**src/hw/rtl/interval_set_insert_merge_assert.svh**
```systemverilog
// Assertion helpers for the interval set block.
`ifndef INTERVAL_SET_INSERT_MERGE_ASSERT_SVH
`define INTERVAL_SET_INSERT_MERGE_ASSERT_SVH

// Same-cycle implication, sampled on clk, off while reset is asserted.
`define ISIM_ASSERT_NOW(label, ante, cons, msg) \
	label: assert property (@(posedge clk) disable iff (!arst_n) (ante) |-> (cons)) \
		else $error(msg);

// Next-cycle implication, sampled on clk, off while reset is asserted.
`define ISIM_ASSERT_NEXT(label, ante, cons, msg) \
	label: assert property (@(posedge clk) disable iff (!arst_n) (ante) |=> (cons)) \
		else $error(msg);

`endif

```
**src/hw/rtl/isim_pkg.sv**
```systemverilog
package isim_pkg;

	localparam int unsigned MaxIntervalsDefault = 64;

	// Result status codes
	localparam logic [1:0] StatusOk       = 2'd0;
	localparam logic [1:0] StatusFull     = 2'd1;
	localparam logic [1:0] StatusZeroLen  = 2'd2;
	localparam logic [1:0] StatusWrap     = 2'd3;

	// Operation broadcast to every cell
	typedef enum logic [1:0] {
		OP_HOLD,
		OP_INSERT,
		OP_MERGE,
		OP_SHIFT
	} op_t;

	// One interval: [start, stop)
	typedef struct packed {
		logic [31:0] start;
		logic [32:0] stop;
	} entry_t;

	// Per-cell classification against the request range
	typedef struct packed {
		logic below;   // ends strictly before the range start
		logic touch;   // overlaps or abuts the range
		logic lo_hit;  // touched and starts before the range
		logic hi_hit;  // touched and ends after the range
	} cell_flags_t;

endpackage

```
**src/hw/rtl/isim_cell.sv**
```systemverilog
module isim_cell (
	input  logic                  clk,
	input  logic                  arst_n,
	input  isim_pkg::op_t         op,
	input  logic                  valid,
	input  isim_pkg::entry_t      req,
	input  isim_pkg::entry_t      merged,
	input  isim_pkg::entry_t      left_data,
	input  logic                  left_below,
	input  isim_pkg::entry_t      right_data,
	input  logic                  right_kill,
	input  logic                  seen_in,
	output isim_pkg::entry_t      data,
	output isim_pkg::cell_flags_t flags,
	output logic                  kill,
	output logic                  seen_out
);
	import isim_pkg::*;

	entry_t data_q;
	logic   kill_q;
	logic   below;
	logic   above;
	logic   touch;
	logic   seen;

	// Classify the held interval against the request
	always_comb begin
		below = valid && (data_q.stop < {1'b0, req.start});
		above = valid && ({1'b0, data_q.start} > req.stop);
		touch = valid && !below && !above;
		flags.below  = below;
		flags.touch  = touch;
		flags.lo_hit = touch && (data_q.start < req.start);
		flags.hi_hit = touch && (data_q.stop > req.stop);
	end

	// Prefix of pending kills along the chain
	assign seen     = seen_in | kill_q;
	assign seen_out = seen;
	assign data     = data_q;
	assign kill     = kill_q;

	// Payload: insert shifts right, merge writes the merged interval, compaction shifts left
	always_ff @(posedge clk) begin
		case (op)
			OP_INSERT: begin
				if (!below) begin
					data_q <= left_below ? req : left_data;
				end
			end
			OP_MERGE: begin
				if (touch && left_below) begin
					data_q <= merged;
				end
			end
			OP_SHIFT: begin
				if (seen) begin
					data_q <= right_data;
				end
			end
			default: begin
			end
		endcase
	end

	// Kill marks travel with the payload
	always_ff @(posedge clk or negedge arst_n) begin
		if (!arst_n) begin
			kill_q <= 1'b0;
		end else begin
			case (op)
				OP_INSERT: if (!below) kill_q <= 1'b0;
				OP_MERGE:  if (touch) kill_q <= !left_below;
				OP_SHIFT:  if (seen) kill_q <= right_kill;
				default: begin
				end
			endcase
		end
	end

endmodule

```
**config.mk**
```make
export PLATFORM = sky130hd
export DESIGN_NAME = isim_cell
export DESIGN_NICKNAME = d
export VERILOG_FILES = /design/src/hw/rtl/interval_set_insert_merge_assert.svh /design/src/hw/rtl/isim_pkg.sv /design/src/hw/rtl/isim_cell.sv
export SDC_FILE = /design/constraint.sdc
export NUM_CORES = 1
export LEC_CHECK = 0
export BUFFER_PORTS_ARGS = -buffer_cell sky130_fd_sc_hd__buf_2
export CORE_AREA = 2 2 131 133
export DETAILED_ROUTE_END_ITERATION = 8
export DIE_AREA = 0 0 133 135
export PLACE_DENSITY = 0.78
export SLEW_MARGIN = 20
export SYNTH_ARGS = -nofsm -noshare
export SYNTH_HDL_FRONTEND = slang
export SYNTH_SLANG_ARGS = --single-unit
```
**constraint.sdc**
```tcl
create_clock -name clk -period 5.6 [get_ports clk]
set_input_delay 0.28 -clock clk [delete_from_list [all_inputs] [get_ports clk]]
set_output_delay 0.28 -clock clk [all_outputs]
set_load 0.02 [all_outputs]
```
* Yosys cells after proc, flatten, opt, wreduce, memory -nomap -nowiden
Cells that the tools add are included.
** Storage, ports and cells
- Output and inout port bits :: 71
- Word-level logic and storage cells :: 37
- Register bits after elaboration :: 66
- Input bits :: 268
** Cells by class
- Bitwise gates (word level) :: 1
- Mux-type cells :: 9
- Reductions and logical operators :: 13
- Magnitude comparators :: 4
- Eq/ne operators :: 7
** Operators with widths (count)
- two-way mux 65 bit :: 4
- one-hot mux 65 bit (3 select lines) :: 1
- > comparator 32 x 33 -> 1 bit :: 1
- > comparator 33 bit :: 1
- < comparator 33 x 32 -> 1 bit :: 1
- < comparator 32 bit :: 1
- != test 2 bit (second input constant) :: 4
- AND reduction 4 bit :: 2
- logical AND 1 bit :: 7
- == test 2 bit (second input constant) :: 2
- logical NOT 1 bit :: 3
- two-way mux 1 bit :: 3
- one-hot mux 1 bit (3 select lines) :: 1
- nonzero test 3 bit :: 1
- == test 2 x 1 -> 1 bit (second input constant) :: 1
- OR 1 bit :: 1

* Longest topological paths before layout
Gate-level depths: netlist of run 1.
- Word-level depth :: 8
- Depth in mapped cells :: 11

* Least setup slack after synthesis of run 1
No wires, ideal clock.
- Path type :: register to register
- From :: reg data_q, in the netlist data[39]
- To :: reg data_q, in the netlist data[0] (enable)
- Data required time :: 5.081 ns
- Stages on the path, launching flop included :: 10
- Clock period less this slack :: 6.232 ns
- Arrival time :: 5.713 ns
- Library setup time :: 0.519 ns
- Slack :: -0.632 ns
- Cells stage by stage :: edfxtp_1 ha_1 a21o_1 a21o_1 a2111oi_2 o21a_1 o221ai_2 a311o_1 nor4b_1 a2bb2oi_1
** Between the ends
- Cells in the longest elaborated chain, start to end :: 7
** Ends and longest elaborated chain
- start, declared :: line isim_cell.sv:20 : entry_t data_q;
- start signal, assigned :: line isim_cell.sv:49 : data_q <= left_below ? req : left_data;
- start signal, assigned :: line isim_cell.sv:54 : data_q <= merged;
- start signal, assigned :: line isim_cell.sv:59 : data_q <= right_data;
- > comparator 32 x 33 -> 1 bit :: line isim_cell.sv:30 : above = valid && ({1'b0, data_q.start} > req.stop);
- logical AND 1 bit :: line isim_cell.sv:30
- logical NOT 1 bit :: line isim_cell.sv:31 : touch = valid && !below && !above;
- logical AND 1 bit :: line isim_cell.sv:31
- logical AND 1 bit :: line isim_cell.sv:53 : if (touch && left_below) begin
- != test 2 bit (no source line)
- AND reduction 4 bit (no source line)
Every way passes these cells.
A chain may end at the register's enable or synchronous reset.

* Final worst setup path of run 1
- From :: reg data_q, in the netlist data[7]
- To :: reg data_q, in the netlist data[26] (enable)
** Between the ends
- Cells in the longest elaborated chain, start to end :: 8
- Elaborated cells between the ends (all ways) :: 9
- Classes of those cells :: order compare: 1; eq/ne: 2; reduce/logical: 6
** Ends and longest elaborated chain
- < comparator 33 x 32 -> 1 bit * :: line isim_cell.sv:29 : below = valid && (data_q.stop < {1'b0, req.start});
- logical AND 1 bit * :: line isim_cell.sv:29
- logical NOT 1 bit
- logical AND 1 bit (2 in series) :: line isim_cell.sv:31
- logical AND 1 bit :: line isim_cell.sv:53
- != test 2 bit (no source line)
- AND reduction 4 bit (no source line) *
Mark *: on every way between the ends. The rest lies on a longest branch, timed or not.

==> results of run 1 <==
[how the worst max path moves through the flow]
| stage | slack (ps) | from | endpoint |
|---|---|---|---|
| global route | 1090 | data[7]$_DFFE_PP_ | data[35]$_DFFE_PP_ |
| floorplan | 1000 | data[39]$_DFFE_PP_ | data[0]$_DFFE_PP_ |
| global placement | 1640 | data[7]$_DFFE_PP_ | data[25]$_DFFE_PP_ |
| CTS | 1440 | data[7]$_DFFE_PP_ | data[42]$_DFFE_PP_ |
| finish | 1380 | data[7]$_DFFE_PP_ | data[26]$_DFFE_PP_ |
| detailed placement | 1440 | data[7]$_DFFE_PP_ | data[60]$_DFFE_PP_ |
[what timing repair did]
| item | CTS | global route |
|---|---|---|
| hold buffers | 1 | 0 |
| buffers inserted | 0 | 0 |
| resized for setup | 0 | 0 |
| endpoints found under the hold margin | 1 | 0 |
[Yosys cell counts, types with 9 or more instances]
master    count
o21ai_0      19
a21o_1       30
ha_1        127
inv_1        71
a211oi_1     71
nand2_1       9
nor2_1       17
nand4_1      21
edfxtp_1     65
nor2b_1      69
mux2i_1      65
nand3_1       9
a21oi_1      99
clkbuf_1     29
[per-layer routing]
metal,part of all wire,wire length (µm)
met1,0.41,9710
met2,0.50,11800
met3,0.064,1500
met4,0.027,627
met5,0.00055,13
[sequential cells by signal, summed over array words and instances (netlist names)]
| name | count |
|---|---|
| data | 65 |
| kill | 1 |
[critical path, stage by stage (launching register included)]
cell and delay, ps:
edfxtp_1 450, ha_1 350, nand4_1 170, a2111oi_0 560, nor3_1 80, o21ai_0 300, o21ai_0 200, and2_1 250
nor4b_1 540, a2bb2oi_4 180, buf_4 690
[power breakdown]
group          total [mW]  leakage [nW]  switching [mW]  internal [mW]
sequential          0.681         0.641          0.0593          0.622
clock               0.521         0.117           0.226          0.295
combinational       0.738          3.93           0.421          0.317
[area by class of cell]
class	count	area share
multi-input cells	589	0.511
flip-flops and latches	66	0.214
repair buffers	343	0.188
well taps	220	0.0298
inverters	71	0.0288
clock buffers	10	0.0247
clock inverters	6	0.00365
diodes	1	0.000270
[layout by cell type, fill, tap and decap left out, types with 17 or more instances in the layout]
cell / instances
mux2i_1: 65
a21o_1: 30
o21ai_0: 19
nor2b_1: 69
a21oi_1: 99
edfxtp_1: 65
ha_1: 127
nor2_1: 17
inv_1: 71
buf_2: 335
nand4_1: 21
a211oi_1: 71
[cell families (layout without fill, tap and decap cells)]
family / Yosys count / count (layout) / share of synthesized area
AND/OR/NAND/NOR: 152 / 152 / 0.125
multiplexers: 65 / 65 / 0.0915
other: 0 / 1 / 0
flip-flops: 66 / 66 / 0.278
AO/OA/AOI/OAI: 245 / 245 / 0.223
adder cells (fa/ha/maj): 127 / 127 / 0.224
buffers and inverters: 110 / 430 / 0.0593
[stage by stage]
step	area [µm²]	setup slack (ps)	power (mW)	util	std cells
after global routing	9250	1090	2.06	0.564	1306
after detailed placement	8980	1440	1.43	0.547	1288
after global placement	8980	1640	1.42	0.547	1288
after floorplan	7120	1000	1.13	-	765
final	9250	1380	1.94	0.564	1306
after CTS	9250	1440	1.95	0.564	1305
==> flow_summary.toml, run 1 <==
[routing]
avgRoutedWirePerCell_um = 18.1
drc = 0
ant_nets = 0
drt_iter0_drc = 216
totalWireLength_um = 23700
via_per_inst = 5.41
firstDrtPassIters = 4
vias = 7060

[sta]
fin_worst_skew_ps = 8.73
fmax_mhz = 237
finalHoldViolCount = 0
slew_headroom = 0.392
fin_crit_ps = 4220
setup-violations-final = 0
maxSlewViolCount = 0
period_share = 0.753
worst_pin_slew_ps = 912
finalSetupTns_ps = 0
rsz0062_at_grt = "no"
holdWs_ps = 312

[floorplanning]
die_h_um = 135
dieArea_mm2 = 0.0180
core_area_mm2 = 0.0164
rows = 47
io_pins = 339
die_w_um = 133
start_util = 0.433

[global_routing]
grt_max_degree = 87
met1_usage = 0.294
grt_overflow_total = 0
busiest_layer = "met2"
use_met3 = 0.0571
antenna_found_initial = 2
grt_use_met2 = 0.469
grt_pass1_vias = 7025
grt_pass1_wl_um = 35600
grt.total_usage = 0.257

[critical_path]
critPathArrivalTime_ps = 4180
timing.rr.end = "data[26]$_DFFE_PP_"
end_kind = "register"
worstSetupStartpointType = "register"
r2r_start = "data[7]$_DFFE_PP_"
r2r_cells = 10
reg2reg_slack_ps = 1380
path_class = "register to register"
worst-path-max-fanout = 65
cp_data_required_time_ps = 5560

[power]
leakage_nw = 4.68
p_per_area_mw_per_mm2 = 210
ir_worst_vdd_mv = 0.140

[synthesis]
dominantRegCellSynth = "edfxtp_1"
ys_seq_elements = 66
syn_area_mm2 = 0.00711
syn-mean-instance-area_um2 = 9.29
async_flop_share = 0.0152
synth_top_area_frac = 0.275
yosysSeqAreaShare = 0.278
syn_nets = 1160
ys_warn_count = 0
synth_edf_count = 65
synthCells = 765
synth_area_leaders = "edfxtp_1, ha_1, mux2i_1"
synth.distinct_cells = 44
yosysTopAreaCell = "edfxtp_1"

[final_layout]
syn_to_final_growth_pct = 30.1
multi_input_area_mm2 = 0.00473
fill_cells = 1531
regArea_mm2 = 0.00198
drive_above_1_share = 0.335
fin_nets = 1475

[placed_design]
gp_congestion = 0.903
dp_hpwl_um = 19500
io_buffers = 338

[min_path]
hold_class = "input port to register"
hold_start = "req[8]"
whs_path_depth = 3
hold_end = "data[8]$_DFFE_PP_"

[run_status]
status = "finished clean"

[flow_run]
drv_cap = 0

[clocking]
clk_pin_slew_ps = 60
clk-insertion-delay-late_ps = 340
cts_buffers = 9
cts.sinks = 66
ctsRootBufferMaster = "clkbuf_16"
cts_max_level = 3
cts_tree = "yes"
clk_path_buf_depth = 2
Note: power is estimated with default switching activity, not from simulation.
==> inputs of run 2 (changes only) <==
- CORE_AREA: 2 2 131 133 -> 2 2 133 135
- DIE_AREA: 0 0 133 135 -> 0 0 135 137
- PLACE_DENSITY: 0.78 -> 0.73
- clock period: 5.6 -> 4.4 ns (I/O delays scaled with it)
==> run 2 against run 1 <==
Effect of this change: design area is essentially flat; register-to-register slack lost 820 ps; global-route usage shrank 1.2 points; power grew 25%; clock power grew 20%; largest cell class unchanged.
==> flow_summary.toml, run 2 (same netlist as run 1, synthesis figures left out) <==
[critical_path]
critPathArrivalTime_ps = 3840
cp_data_required_time_ps = 4390
worstPathCellList = "ha_1 -> nand4_1 -> a2111oi_0 -> nor3_1 -> o21ai_0 -> o21ai_0 -> and2_1 -> nor4b_1 -> a2bb2oi_4 -> buf_12"
crit_top_cell = "o21ai_0"
worst-path-max-fanout = 59
slowest_stage = "a2111oi_0"
worstSetupStartpointType = "register"
path_class = "register to register"
max_stage_delay_ps = 590
end_kind = "register"

[floorplanning]
io_pins = 339
core_area_mm2 = 0.0171
rows = 48
dieArea_mm2 = 0.0185
die_w_um = 135
die_h_um = 137
start_util = 0.417

[power]
ir_worst_vdd_mv = 0.179
leakage_nw = 4.69
p_per_area_mw_per_mm2 = 263

[clocking]
cts.sinks = 66
clk_path_buf_depth = 2
clk-insertion-delay-late_ps = 330
cts_max_level = 3
post_cts.repair.setup_buffers = 0
hold_buffers = 1
cts_buffers = 9
ctsRootBufferMaster = "clkbuf_16"
cts.repair.resized = 0
clk_pin_slew_ps = 50
cts_tree = "yes"

[global_routing]
grt_pass1_vias = 6736
grt_pass1_wl_um = 35000
grt_overflow_total = 0
antenna_found_initial = 1
grt_max_degree = 78
grt.total_usage = 0.245

[final_layout]
diodes = 0
drive_above_1_share = 0.334
multi_input_area_mm2 = 0.00473
fin_nets = 1475
regArea_mm2 = 0.00198
fin_cells = 1306
fill_cells = 1613
syn_to_final_growth_pct = 30.0
final_cell_mix = "buf_2, ha_1, a21oi_1"
largest_reg_flops = 65
mostFrequentLayoutCell = "buf_2"

[routing]
ant_nets = 0
totalWireLength_um = 23300
firstDrtPassIters = 4
drc = 0
drt_iter0_drc = 286
avgRoutedWirePerCell_um = 17.8
vias = 6978
via_per_inst = 5.34

[run_status]
status = "finished clean"

[placed_design]
dp_hpwl_um = 19600
dp_cells = 1293
dpl_worst_slack_ps = 572
io_buffers = 338
gp_congestion = 0.894

[sta]
rsz0062_at_grt = "no"
holdWs_ps = 208
finalHoldViolCount = 0
maxSlewViolCount = 0
slew_headroom = 0.480
setup-violations-final = 0
fin_worst_skew_ps = 3.94
period_share = 0.873
finalSetupTns_ps = 0
worst_pin_slew_ps = 780
timing.final.ws_setup_ps = 558
fmax_mhz = 260
fin_crit_ps = 3840

[flow_run]
drv_cap = 0

[min_path]
hold_class = "input port to asynchronous set/reset pin"
[run 2: path summary, 6_finish.rpt]
path,from,cells after the start,endpoint,slack (ps)
max in group asynchronous,arst_n,2,kill$_DFFE_PN0P_,4090
hold reg to reg,kill$_DFFE_PN0P_,2,kill$_DFFE_PN0P_,690
setup / recovery,data[7]$_DFFE_PP_,10,data[29]$_DFFE_PP_,560
hold / removal,arst_n,2,kill$_DFFE_PN0P_,210
setup reg to reg,data[7]$_DFFE_PP_,10,data[29]$_DFFE_PP_,560
min in group clk,req[14],3,data[14]$_DFFE_PP_,260
[run 2: metal layers]
metal / wire (µm) / global-route usage / vias to the layer above
met5: 11 / 0 / -
met2: 11700 / 0.448 / 244
met4: 334 / 0.0515 / 2
li1: - / - / 3527
met3: 1490 / 0.0622 / 25
met1: 9730 / 0.291 / 3180
[run 2: metrics by stage]
stage | area, µm² | util | total power [mW]
after global placement | 8990 | 0.527 | 1.81
after floorplan | 7130 | - | 1.44
after CTS | 9240 | 0.542 | 2.45
after global routing | 9240 | 0.542 | 2.58
final | 9240 | 0.542 | 2.43
after detailed placement | 8990 | 0.527 | 1.82
[run 2: area by class of cell]
type                    count  share of cell area
clock buffers              10              0.0248
clock inverters             2            0.000948
inverters                  71              0.0288
multi-input cells         589               0.512
flip-flops and latches     66               0.214
well taps                 225              0.0305
repair buffers            343               0.190
[run 2: critical path: cells and delay by family, from the launching register on]
kind	cells	cell delay (ps)
buffers and inverters	1	330
flip-flops	1	410
adder cells (fa/ha/maj)	1	340
AND/OR/NAND/NOR	4	960
AO/OA/AOI/OAI	4	1380
[run 2: report_power, final]
part,internal [mW],switching [mW],total [mW]
sequential,0.791,0.0688,0.859
clock,0.366,0.259,0.624
combinational,0.409,0.539,0.947
